[config.mk]
export PLATFORM = sky130hd
export DESIGN_NAME = link_frame_receiver
export DESIGN_NICKNAME = d
export VERILOG_FILES = /design/src/design/lfr_pkg.sv /design/src/design/lfr_tracker.sv /design/src/design/link_frame_receiver.sv
export SDC_FILE = /design/constraint.sdc
export NUM_CORES = 1
export LEC_CHECK = 0
export ABC_AREA = 1
export BUFFER_PORTS_ARGS = -buffer_cell sky130_fd_sc_hd__clkbuf_2
export CAP_MARGIN = 25
export CORE_ASPECT_RATIO = 1.4
export CORE_MARGIN = 2
export CORE_UTILIZATION = 62
export DETAILED_ROUTE_END_ITERATION = 12
export GPL_ROUTABILITY_DRIVEN = 0
export HOLD_SLACK_MARGIN = 0.15
export PLACE_DENSITY_LB_ADDON = 0.05
export SETUP_SLACK_MARGIN = 0.05
export SLEW_MARGIN = 20
export SYNTH_ARGS = -nofsm -noshare
export SYNTH_HDL_FRONTEND = slang
export SYNTH_SLANG_ARGS = --single-unit
[constraint.sdc]
create_clock -name clock -period 3.7 [get_ports clock]
set_input_delay 0.37 -clock clock [delete_from_list [all_inputs] [get_ports clock]]
set_output_delay 0.37 -clock clock [all_outputs]
set_load 0.05 [all_outputs]
[src/design/lfr_pkg.sv]
// Shared constants, result type and helper functions for the link frame receiver.
`timescale 1ns / 1ps

package lfr_pkg;

   localparam logic [7:0] FLAG_BYTE = 8'h5c;
   localparam logic [7:0] ADDR_PRIMARY = 8'h01;
   localparam logic [7:0] ADDR_SECONDARY = 8'h03;

   localparam int unsigned INDEX_W = 12;
   localparam int unsigned LENGTH_W = 12;

   // Per-word result, as it leaves the frame tracker and sits in the output register.
   typedef struct packed {
      logic                  frame_abort;
      logic [LENGTH_W-1:0]   frame_length;
      logic                  frame_done;
      logic [7:0]            store_byte;
      logic [INDEX_W-1:0]    store_index;
      logic                  store_valid;
   } rsp_type;

   // Control field codes accepted in the frame header.
   function automatic logic known_control(input logic [7:0] c);
      return c inside {8'h03, 8'h07, 8'h0B, 8'h01, 8'h21, 8'h05, 8'h25, 8'h00, 8'h02};
   endfunction

   function automatic logic known_address(input logic [7:0] a);
      return a inside {ADDR_PRIMARY, ADDR_SECONDARY};
   endfunction

endpackage

[src/design/lfr_tracker.sv]
// Frame state machine: parses header, counts body words, reports store/done/abort.
`timescale 1ns / 1ps

module lfr_tracker #(
   parameter int unsigned MAX_PAYLOAD = 1024
) (
   input  logic            clock,
   input  logic            reset,
   input  logic            step,
   input  logic [7:0]      rx_byte,
   output lfr_pkg::rsp_type res
);

   localparam int unsigned BODY_LIMIT = 2 * MAX_PAYLOAD + 5;
   localparam int unsigned PW = $clog2(BODY_LIMIT + 1);
   localparam int unsigned IW = (PW > lfr_pkg::INDEX_W) ? PW : lfr_pkg::INDEX_W;
   localparam logic [PW-1:0] LIMIT_POS = PW'(BODY_LIMIT);

   localparam logic [2:0] PH_IDLE = 3'd0;
   localparam logic [2:0] PH_FLAG = 3'd1;
   localparam logic [2:0] PH_ADDR = 3'd2;
   localparam logic [2:0] PH_CTRL = 3'd3;
   localparam logic [2:0] PH_BODY = 3'd4;

   logic [2:0]    phase_ff, phase_in;
   logic [PW-1:0] pos_ff, pos_in;
   logic [7:0]    addr_ff, addr_in;
   logic [7:0]    ctrl_ff, ctrl_in;
   logic [IW-1:0] pos_wide;
   logic [IW-1:0] len_wide;

   assign pos_wide = IW'(pos_ff);
   assign len_wide = pos_wide + IW'(1);

   always_comb begin
      phase_in = phase_ff;
      pos_in   = pos_ff;
      addr_in  = addr_ff;
      ctrl_in  = ctrl_ff;
      res      = '0;
      case (phase_ff)
         PH_FLAG: begin
            if (lfr_pkg::known_address(rx_byte)) begin
               res.store_valid = 1'b1;
               res.store_index = lfr_pkg::INDEX_W'(1);
               res.store_byte  = rx_byte;
               addr_in  = rx_byte;
               pos_in   = PW'(2);
               phase_in = PH_ADDR;
            end else if (rx_byte == lfr_pkg::FLAG_BYTE) begin
               res.store_valid = 1'b1;
               res.store_byte  = rx_byte;
               pos_in   = PW'(1);
               phase_in = PH_FLAG;
            end else begin
               res.frame_abort = 1'b1;
               pos_in   = '0;
               phase_in = PH_IDLE;
            end
         end
         PH_ADDR: begin
            if (lfr_pkg::known_control(rx_byte)) begin
               res.store_valid = 1'b1;
               res.store_index = lfr_pkg::INDEX_W'(2);
               res.store_byte  = rx_byte;
               ctrl_in  = rx_byte;
               pos_in   = PW'(3);
               phase_in = PH_CTRL;
            end else if (rx_byte == lfr_pkg::FLAG_BYTE) begin
               res.store_valid = 1'b1;
               res.store_byte  = rx_byte;
               pos_in   = PW'(1);
               phase_in = PH_FLAG;
            end else begin
               res.frame_abort = 1'b1;
               pos_in   = '0;
               phase_in = PH_IDLE;
            end
         end
         PH_CTRL: begin
            // header check must equal address xor control
            if (rx_byte == (addr_ff ^ ctrl_ff)) begin
               res.store_valid = 1'b1;
               res.store_index = lfr_pkg::INDEX_W'(3);
               res.store_byte  = rx_byte;
               pos_in   = PW'(4);
               phase_in = PH_BODY;
            end else if (rx_byte == lfr_pkg::FLAG_BYTE) begin
               res.store_valid = 1'b1;
               res.store_byte  = rx_byte;
               pos_in   = PW'(1);
               phase_in = PH_FLAG;
            end else begin
               res.frame_abort = 1'b1;
               pos_in   = '0;
               phase_in = PH_IDLE;
            end
         end
         PH_BODY: begin
            if (rx_byte == lfr_pkg::FLAG_BYTE) begin
               res.store_valid  = 1'b1;
               res.store_index  = pos_wide[lfr_pkg::INDEX_W-1:0];
               res.store_byte   = rx_byte;
               res.frame_done   = 1'b1;
               res.frame_length = len_wide[lfr_pkg::LENGTH_W-1:0];
               pos_in   = '0;
               phase_in = PH_IDLE;
            end else if (pos_ff < LIMIT_POS) begin
               res.store_valid = 1'b1;
               res.store_index = pos_wide[lfr_pkg::INDEX_W-1:0];
               res.store_byte  = rx_byte;
               pos_in = pos_ff + PW'(1);
            end else begin
               res.frame_abort = 1'b1;
               pos_in   = '0;
               phase_in = PH_IDLE;
            end
         end
         default: begin
            // idle, and any unused code: wait for an opening flag
            pos_in   = '0;
            phase_in = PH_IDLE;
            if (rx_byte == lfr_pkg::FLAG_BYTE) begin
               res.store_valid = 1'b1;
               res.store_byte  = rx_byte;
               pos_in   = PW'(1);
               phase_in = PH_FLAG;
            end
         end
      endcase
   end

   always_ff @(posedge clock) begin
      if (reset) begin
         phase_ff <= PH_IDLE;
         pos_ff   <= '0;
         addr_ff  <= '0;
         ctrl_ff  <= '0;
      end else if (step) begin
         phase_ff <= phase_in;
         pos_ff   <= pos_in;
         addr_ff  <= addr_in;
         ctrl_ff  <= ctrl_in;
      end
   end

   a_abort_to_idle: assert property (@(posedge clock) disable iff (reset)
      (step && res.frame_abort) |=> (phase_ff == PH_IDLE && pos_ff == '0))
      else $error("abort did not return tracker to idle");

   a_done_is_flag: assert property (@(posedge clock) disable iff (reset)
      res.frame_done |-> (res.store_valid && res.store_byte == lfr_pkg::FLAG_BYTE))
      else $error("frame done without stored closing flag");

   a_store_xor_abort: assert property (@(posedge clock) disable iff (reset)
      !(res.store_valid && res.frame_abort))
      else $error("word both stored and aborted");

   a_pos_bounded: assert property (@(posedge clock) disable iff (reset)
      pos_ff <= LIMIT_POS)
      else $error("position beyond body limit");

   a_body_has_header: assert property (@(posedge clock) disable iff (reset)
      (phase_ff == PH_BODY) |-> (pos_ff >= PW'(4)))
      else $error("body phase with position below header length");

endmodule

[src/design/link_frame_receiver.sv]
// Top level of the link frame receiver: input register, frame tracker, output register.
`timescale 1ns / 1ps
//
//  channel | dir | ports                          | contents
//  --------+-----+--------------------------------+------------------------------------
//  req     | in  | req_tvalid/tready/tdata[7:0]   | received line byte
//  rsp     | out | rsp_tvalid/tready/tdata[31:0], | one result word per received byte
//          |     | rsp_tuser[1:0], rsp_tlast      | tlast = frame done
//
//  rsp_tvalid is registered: a word passes the input register and then the output
//  register before it can leave; one word is accepted per cycle when the result side keeps up.
//  The tracker updates its state in the cycle a word moves from the input register
//  into the output register.
//  reset (synchronous, active high) empties both registers and returns the tracker to
//  idle. A stall on rsp holds the output word, then the input word, and then drops
//  req_tready; nothing is lost or repeated.

module link_frame_receiver #(
   parameter int unsigned MAX_PAYLOAD = 1024
) (
   input  logic        clock,
   input  logic        reset,
   input  logic        req_tvalid,
   output logic        req_tready,
   input  logic [7:0]  req_tdata,   // [7:0] rx_byte
   output logic        rsp_tvalid,
   input  logic        rsp_tready,
   output logic [31:0] rsp_tdata,   // [11:0] store_index, [19:12] store_byte,
                                    // [31:20] frame_length
   output logic [1:0]  rsp_tuser,   // [0] store_valid, [1] frame_abort
   output logic        rsp_tlast    // frame_done
);

   logic             in_valid_ff, in_valid_in;
   logic [7:0]       in_byte_ff;
   logic             out_valid_ff, out_valid_in;
   lfr_pkg::rsp_type out_res_ff;
   lfr_pkg::rsp_type res;
   logic             advance;
   logic             req_fire;

   // Move the held word forward whenever the output register is free or being drained.
   assign advance  = in_valid_ff && (!out_valid_ff || rsp_tready);
   assign req_tready = !in_valid_ff || advance;
   assign req_fire = req_tvalid && req_tready;

   assign in_valid_in  = req_fire || (in_valid_ff && !advance);
   assign out_valid_in = advance || (out_valid_ff && !rsp_tready);

   lfr_tracker #(
      .MAX_PAYLOAD(MAX_PAYLOAD)
   ) u_tracker (
      .clock  (clock),
      .reset  (reset),
      .step   (advance),
      .rx_byte(in_byte_ff),
      .res    (res)
   );

   always_ff @(posedge clock) begin
      if (reset) begin
         in_valid_ff  <= 1'b0;
         out_valid_ff <= 1'b0;
      end else begin
         in_valid_ff  <= in_valid_in;
         out_valid_ff <= out_valid_in;
      end
   end

   // Payload registers: load on handshake, hold otherwise.
   always_ff @(posedge clock) begin
      if (req_fire) begin
         in_byte_ff <= req_tdata;
      end
      if (advance) begin
         out_res_ff <= res;
      end
   end

   assign rsp_tvalid = out_valid_ff;
   assign rsp_tdata  = {out_res_ff.frame_length, out_res_ff.store_byte, out_res_ff.store_index};
   assign rsp_tuser  = {out_res_ff.frame_abort, out_res_ff.store_valid};
   assign rsp_tlast  = out_res_ff.frame_done;

   a_stall_holds_input: assert property (@(posedge clock) disable iff (reset)
      (in_valid_ff && !advance) |=> (in_valid_ff && $stable(in_byte_ff)))
      else $error("input word lost during stall");

   a_ready_when_drained: assert property (@(posedge clock) disable iff (reset)
      (!out_valid_ff) |-> req_tready)
      else $error("input blocked while output register empty");

   a_no_overwrite: assert property (@(posedge clock) disable iff (reset)
      (out_valid_ff && !rsp_tready) |-> !advance)
      else $error("output word overwritten while stalled");

endmodule

==> flow_results.org <==
** Pwr
- The analysis attributes to net switching a power of 431 uW.
- Sequential Power Share :: 54.1%
- Clock group share of total power :: 37.3%
- The internal portion of the total power is 1.29 mW.
- Total power draw :: 1.72 mW
- Per report_power, the combinational group accounts for 8.6% of the total.
- Switching Share :: 25.1%
- Power per unit of standard cell area :: 414 mW/mm^2
- VDD sags by at most 0.000266 V.
- Leakage power :: 1.66 nW

** Routing
- Count of antenna-violating nets left after detailed routing :: 0
- The first routing iteration left 333 violations.
- Dividing the detail-routed wire length by the instance count gives 13.9 um.
- Summing over every cut layer, the via total after detailed routing is 2,977.
- Post-route DRC violation count :: 0
- Routed WL :: 7660 um
- Using the TritonRoute via totals, the vias-per-cell ratio works out to 5.40.
- Count of TritonRoute iterations in the first routing pass :: 5

** Yosys
- Post-synth top area cell :: sky130_fd_sc_hd__edfxtp_1
- In this run, distinct cell masters in the synthesized netlist total 31.
- In the synthesized netlist the async set-or-reset flop fraction comes to 0%.
- Share of the synthesized area in the top cell type :: 35.3%
- By area the synthesized netlist is led by sky130_fd_sc_hd__edfxtp_1, sky130_fd_sc_hd__dfxtp_1, sky130_fd_sc_hd__nand2_1, sky130_fd_sc_hd__nor2_1, sky130_fd_sc_hd__inv_1.
- The share of the Yosys chip area taken by registers is 53.4%.
- The cell area that synthesis handed to floorplanning was 0.00366 mm^2.
- Yosys warns :: 0
- Dividing the synthesized area by the synthesized cell count gives 8.63 um^2.
- Syn nets :: 438
- The synthesized design contains 76 register bits.
- Dominant synthesized flop cell :: sky130_fd_sc_hd__edfxtp_1
- Number of flops mapped to enable cells by yosys :: 43
- Counting every instance in the synthesized netlist gives 424.

** Setup path
- CP max-delay cell :: sky130_fd_sc_hd__buf_4
- Traced cell by cell, the critical path runs through nand2_1, nand2_1, inv_1, buf_4, nand2_2, nor2_1, a211oi_2.
- The startpoint identified for the worst register-to-register timing path is rsp_tvalid.
- Kind of critical path :: register to register
- STA classifies the critical path startpoint as a register.
- The endpoint identified for the worst register-to-register timing path is u_tracker.ctrl_ff[2].
- Along the worst path, the maximum fanout reaches 39.
- FF-to-FF path depth :: 7
- Data on the critical path is required at its endpoint by 3.91 ns.
- The worst setup path is captured at a register.
- Worst endpoint data arrival time :: 2.21 ns
- Delay of the slowest critical-path stage :: 0.44 ns
- The setup check on the worst reg-to-reg path leaves a slack of 1.69 ns.
- Counting stages on the worst path, the most repeated cell is sky130_fd_sc_hd__nand2_1.

** Layout
- The number of antenna diodes in the final layout is 0.
- Share of post-route cells with drive strength above 1 :: 24.3%
- Fill cells in the final layout number 463.
- In the final layout, flip-flops and latches occupy 0.00195 mm^2.
- Non-filler cells in the finished layout :: 551
- Final core area utilization :: 71.8%
- Area taken by multi-input logic gates :: 0.00141 mm^2
- Number of nets at the end of the flow :: 490
- Relative to the synthesized area, the layout overhead comes to 13.4%.

** Outcome
- The flow ran to the end, and the final reports show no timing, DRC or antenna violations.

** Clock tree
- TritonCTS clock tree :: built
- Number of buffers added by the clock tree synthesis step :: 9
- The number of hold buffers added after CTS was 0.
- The clock passes through at most 2 buffers.
- CTS HTree Levels :: 3
- Once the clock tree was built, the setup fixing pass inserted 0 buffers.
- Root Buffer Master :: sky130_fd_sc_hd__clkbuf_8
- Clock sinks :: 76
- In this run, post-CTS repair resized a total of 0 instances.
- For the worst-skew pair, the clock arrives at the later sink with an insertion delay of 0.35 ns.
- After clock tree synthesis, the clock-pin slew on the worst setup and hold paths is 0.07 ns.

** Floorplan
- Once the floorplan was initialized, standard cells occupied 63.3% of the core.
- Die height :: 94.9 um
- Die area :: 0.00654 mm^2
- Die Width :: 68.9 um
- 49 I/O pins were placed.
- CORE AREA :: 0.00578 mm^2
- Row generation in the floorplan step produced 33 rows.

** Worst hold path
- Hold path cells :: 1
- The worst hold path begins at req_tdata[1].
- For hold timing, the worst endpoint is in_byte_ff[1].
- Type of the most critical hold path :: input port to register

** STA
- Across all hold checks on the routed design, the worst slack comes to 0.186 ns.
- For the pin with the worst max-slew slack, the measured transition is 0.789 ns.
- The clock period could shrink to 2.01 ns.
- Setup repair after global routing left no endpoint under its margin.
- Highest achievable clock rate :: 499 MHz
- Summed over all failing endpoints, the final setup total negative slack is 0 ns.
- Worst clock skew :: 0.00677 ns
- Portion of the clock cycle consumed by the worst path in the final layout :: 54.2%
- Setup violations remaining at the end of the flow were counted as 0.
- The count of pins over their slew limit came to 0.
- The worst pin sits at a relative slew slack of 47.4%.
- Final Hold Vio Count :: 0

** GRT
- First-pass GRT wire length :: 12,600 um
- Global route overflow :: 0
- Global routing consumed, over all layers together, 26.5% of the routing resources.
- Vias in the first global route :: 2,782
- Number of antenna violations at the first check in global routing :: 0
- Entering global routing, the biggest net connects 40 pins.

** Placement
- Half-perimeter wire length after detailed placement :: 5640 um
- # placed instances :: 535
- Total of buffers placed on input and output ports :: 48

** Run
- Max-cap violations :: 0
## layout make-up
class	instances	area share [%]
Tap cell	70	2.11
Inverter	66	5.97
Multi-Input combinational cell	274	34.0
Clock buffer	11	3.65
Timing Repair Buffer	49	5.97
Sequential cell	76	47.1
Clock inverter	5	1.21
## worst max-delay path: cells and delay by family (launching register included)
family / cells / cell delay [ns]
AOI/OAI and AO/OA: 1 / 0.05
buffers and inverters: 2 / 0.58
DFF: 1 / 0.32
and+or+nand+nor: 4 / 0.90
## cells in the final DEF (no fill, tap or decap), drive strengths merged
master,count
nand3,25
clkinvlp,1
ha,2
o211ai,2
nor3,14
clkbuf,59
a211oi,6
bufinv,1
a31oi,1
o2111ai,1
nand4,9
clkinv,3
o21ai,5
and2,1
buf,1
nor2,80
nand2,95
a21oi,23
dfxtp,33
nor4,1
edfxtp,43
inv,66
xor2,9
## Yosys cell counts (2+ instances only)
library cell / n
sky130_fd_sc_hd__o211ai_1: 2
sky130_fd_sc_hd__nand2_2: 7
sky130_fd_sc_hd__edfxtp_1: 43
sky130_fd_sc_hd__dfxtp_1: 33
sky130_fd_sc_hd__nand3_1: 21
sky130_fd_sc_hd__a21oi_1: 23
sky130_fd_sc_hd__nand3_2: 4
sky130_fd_sc_hd__inv_2: 14
sky130_fd_sc_hd__xor2_1: 9
sky130_fd_sc_hd__nor2_4: 3
sky130_fd_sc_hd__nor2_1: 61
sky130_fd_sc_hd__ha_1: 2
sky130_fd_sc_hd__nor3_1: 11
sky130_fd_sc_hd__nand2_1: 88
sky130_fd_sc_hd__clkbuf_1: 5
sky130_fd_sc_hd__buf_6: 2
sky130_fd_sc_hd__inv_1: 52
sky130_fd_sc_hd__nand4_1: 8
sky130_fd_sc_hd__a211oi_2: 5
sky130_fd_sc_hd__nor3_4: 2
sky130_fd_sc_hd__nor2_2: 16
sky130_fd_sc_hd__o21ai_0: 4
## kinds of logic (layout without fill, tap and decap cells)
logic type               after synthesis  count (layout)  synth area share (%)
AND/OR/NAND/NOR                      225             225                  29.1
AO/OA/AOI/OAI                         38              38                  6.67
flip-flops                            76              76                  53.4
buffers and inverters                 74             131                  8.04
XOR/XNOR                               9               9                  2.16
adder cells (fa/ha/maj)                2               2                 0.684
## flip-flops by register name, summed over array words and instances (netlist names)
name and cells:
rsp_tdata 32, u_tracker.pos_ff 12, in_byte_ff 8, u_tracker.addr_ff 8, u_tracker.ctrl_ff 8, u_tracker.phase_ff 3, rsp_tuser 2, in_valid_ff 1
rsp_tlast 1, rsp_tvalid 1
## worst max-delay path by stage
stage	start	to	slack (ns)	cells past startpoint
floorplan	rsp_tvalid	u_tracker.phase_ff[0]	1.50	8
global placement	rsp_tready	u_tracker.ctrl_ff[1]	1.61	9
detailed placement	rsp_tready	u_tracker.ctrl_ff[2]	1.54	9
CTS	rsp_tvalid	u_tracker.ctrl_ff[2]	1.68	7
global route	rsp_tvalid	u_tracker.ctrl_ff[3]	1.50	7
finish	rsp_tvalid	u_tracker.ctrl_ff[2]	1.69	7
## power by group through the flow
stage / combinational (mW) / sequential (mW) / clock (mW)
2_1_floorplan: 0.0511 / 1.01 / 0
3_3_place_gp: 0.147 / 0.949 / 0
3_5_place_dp: 0.149 / 0.949 / 0
4_1_cts: 0.150 / 0.930 / 0.645
5_1_grt: 0.161 / 0.933 / 0.686
6_report: 0.149 / 0.930 / 0.640
## stage by stage
| stage | setup slack, ns | area, um^2 |
|---|---|---|
| finish | 1.69 | 4150 |
| detailed placement | 1.54 | 3950 |
| global route | 1.50 | 4150 |
| floorplan | 1.50 | 3660 |
| CTS | 1.68 | 4150 |
| global placement | 1.61 | 3950 |
## routing by layer
| metal | GRT usage, % | vias up | part of all wire [%] |
|---|---|---|---|
| li1 | - | 1471 | - |
| met1 | 26.7 | 1358 | 37 |
| met2 | 45.9 | 111 | 53 |
| met3 | 6.20 | 37 | 4.3 |
| met4 | 19.1 | 0 | 6.3 |
| met5 | 0 | - | 0 |
No activity file was read; power rests on OpenSTA's default activity.
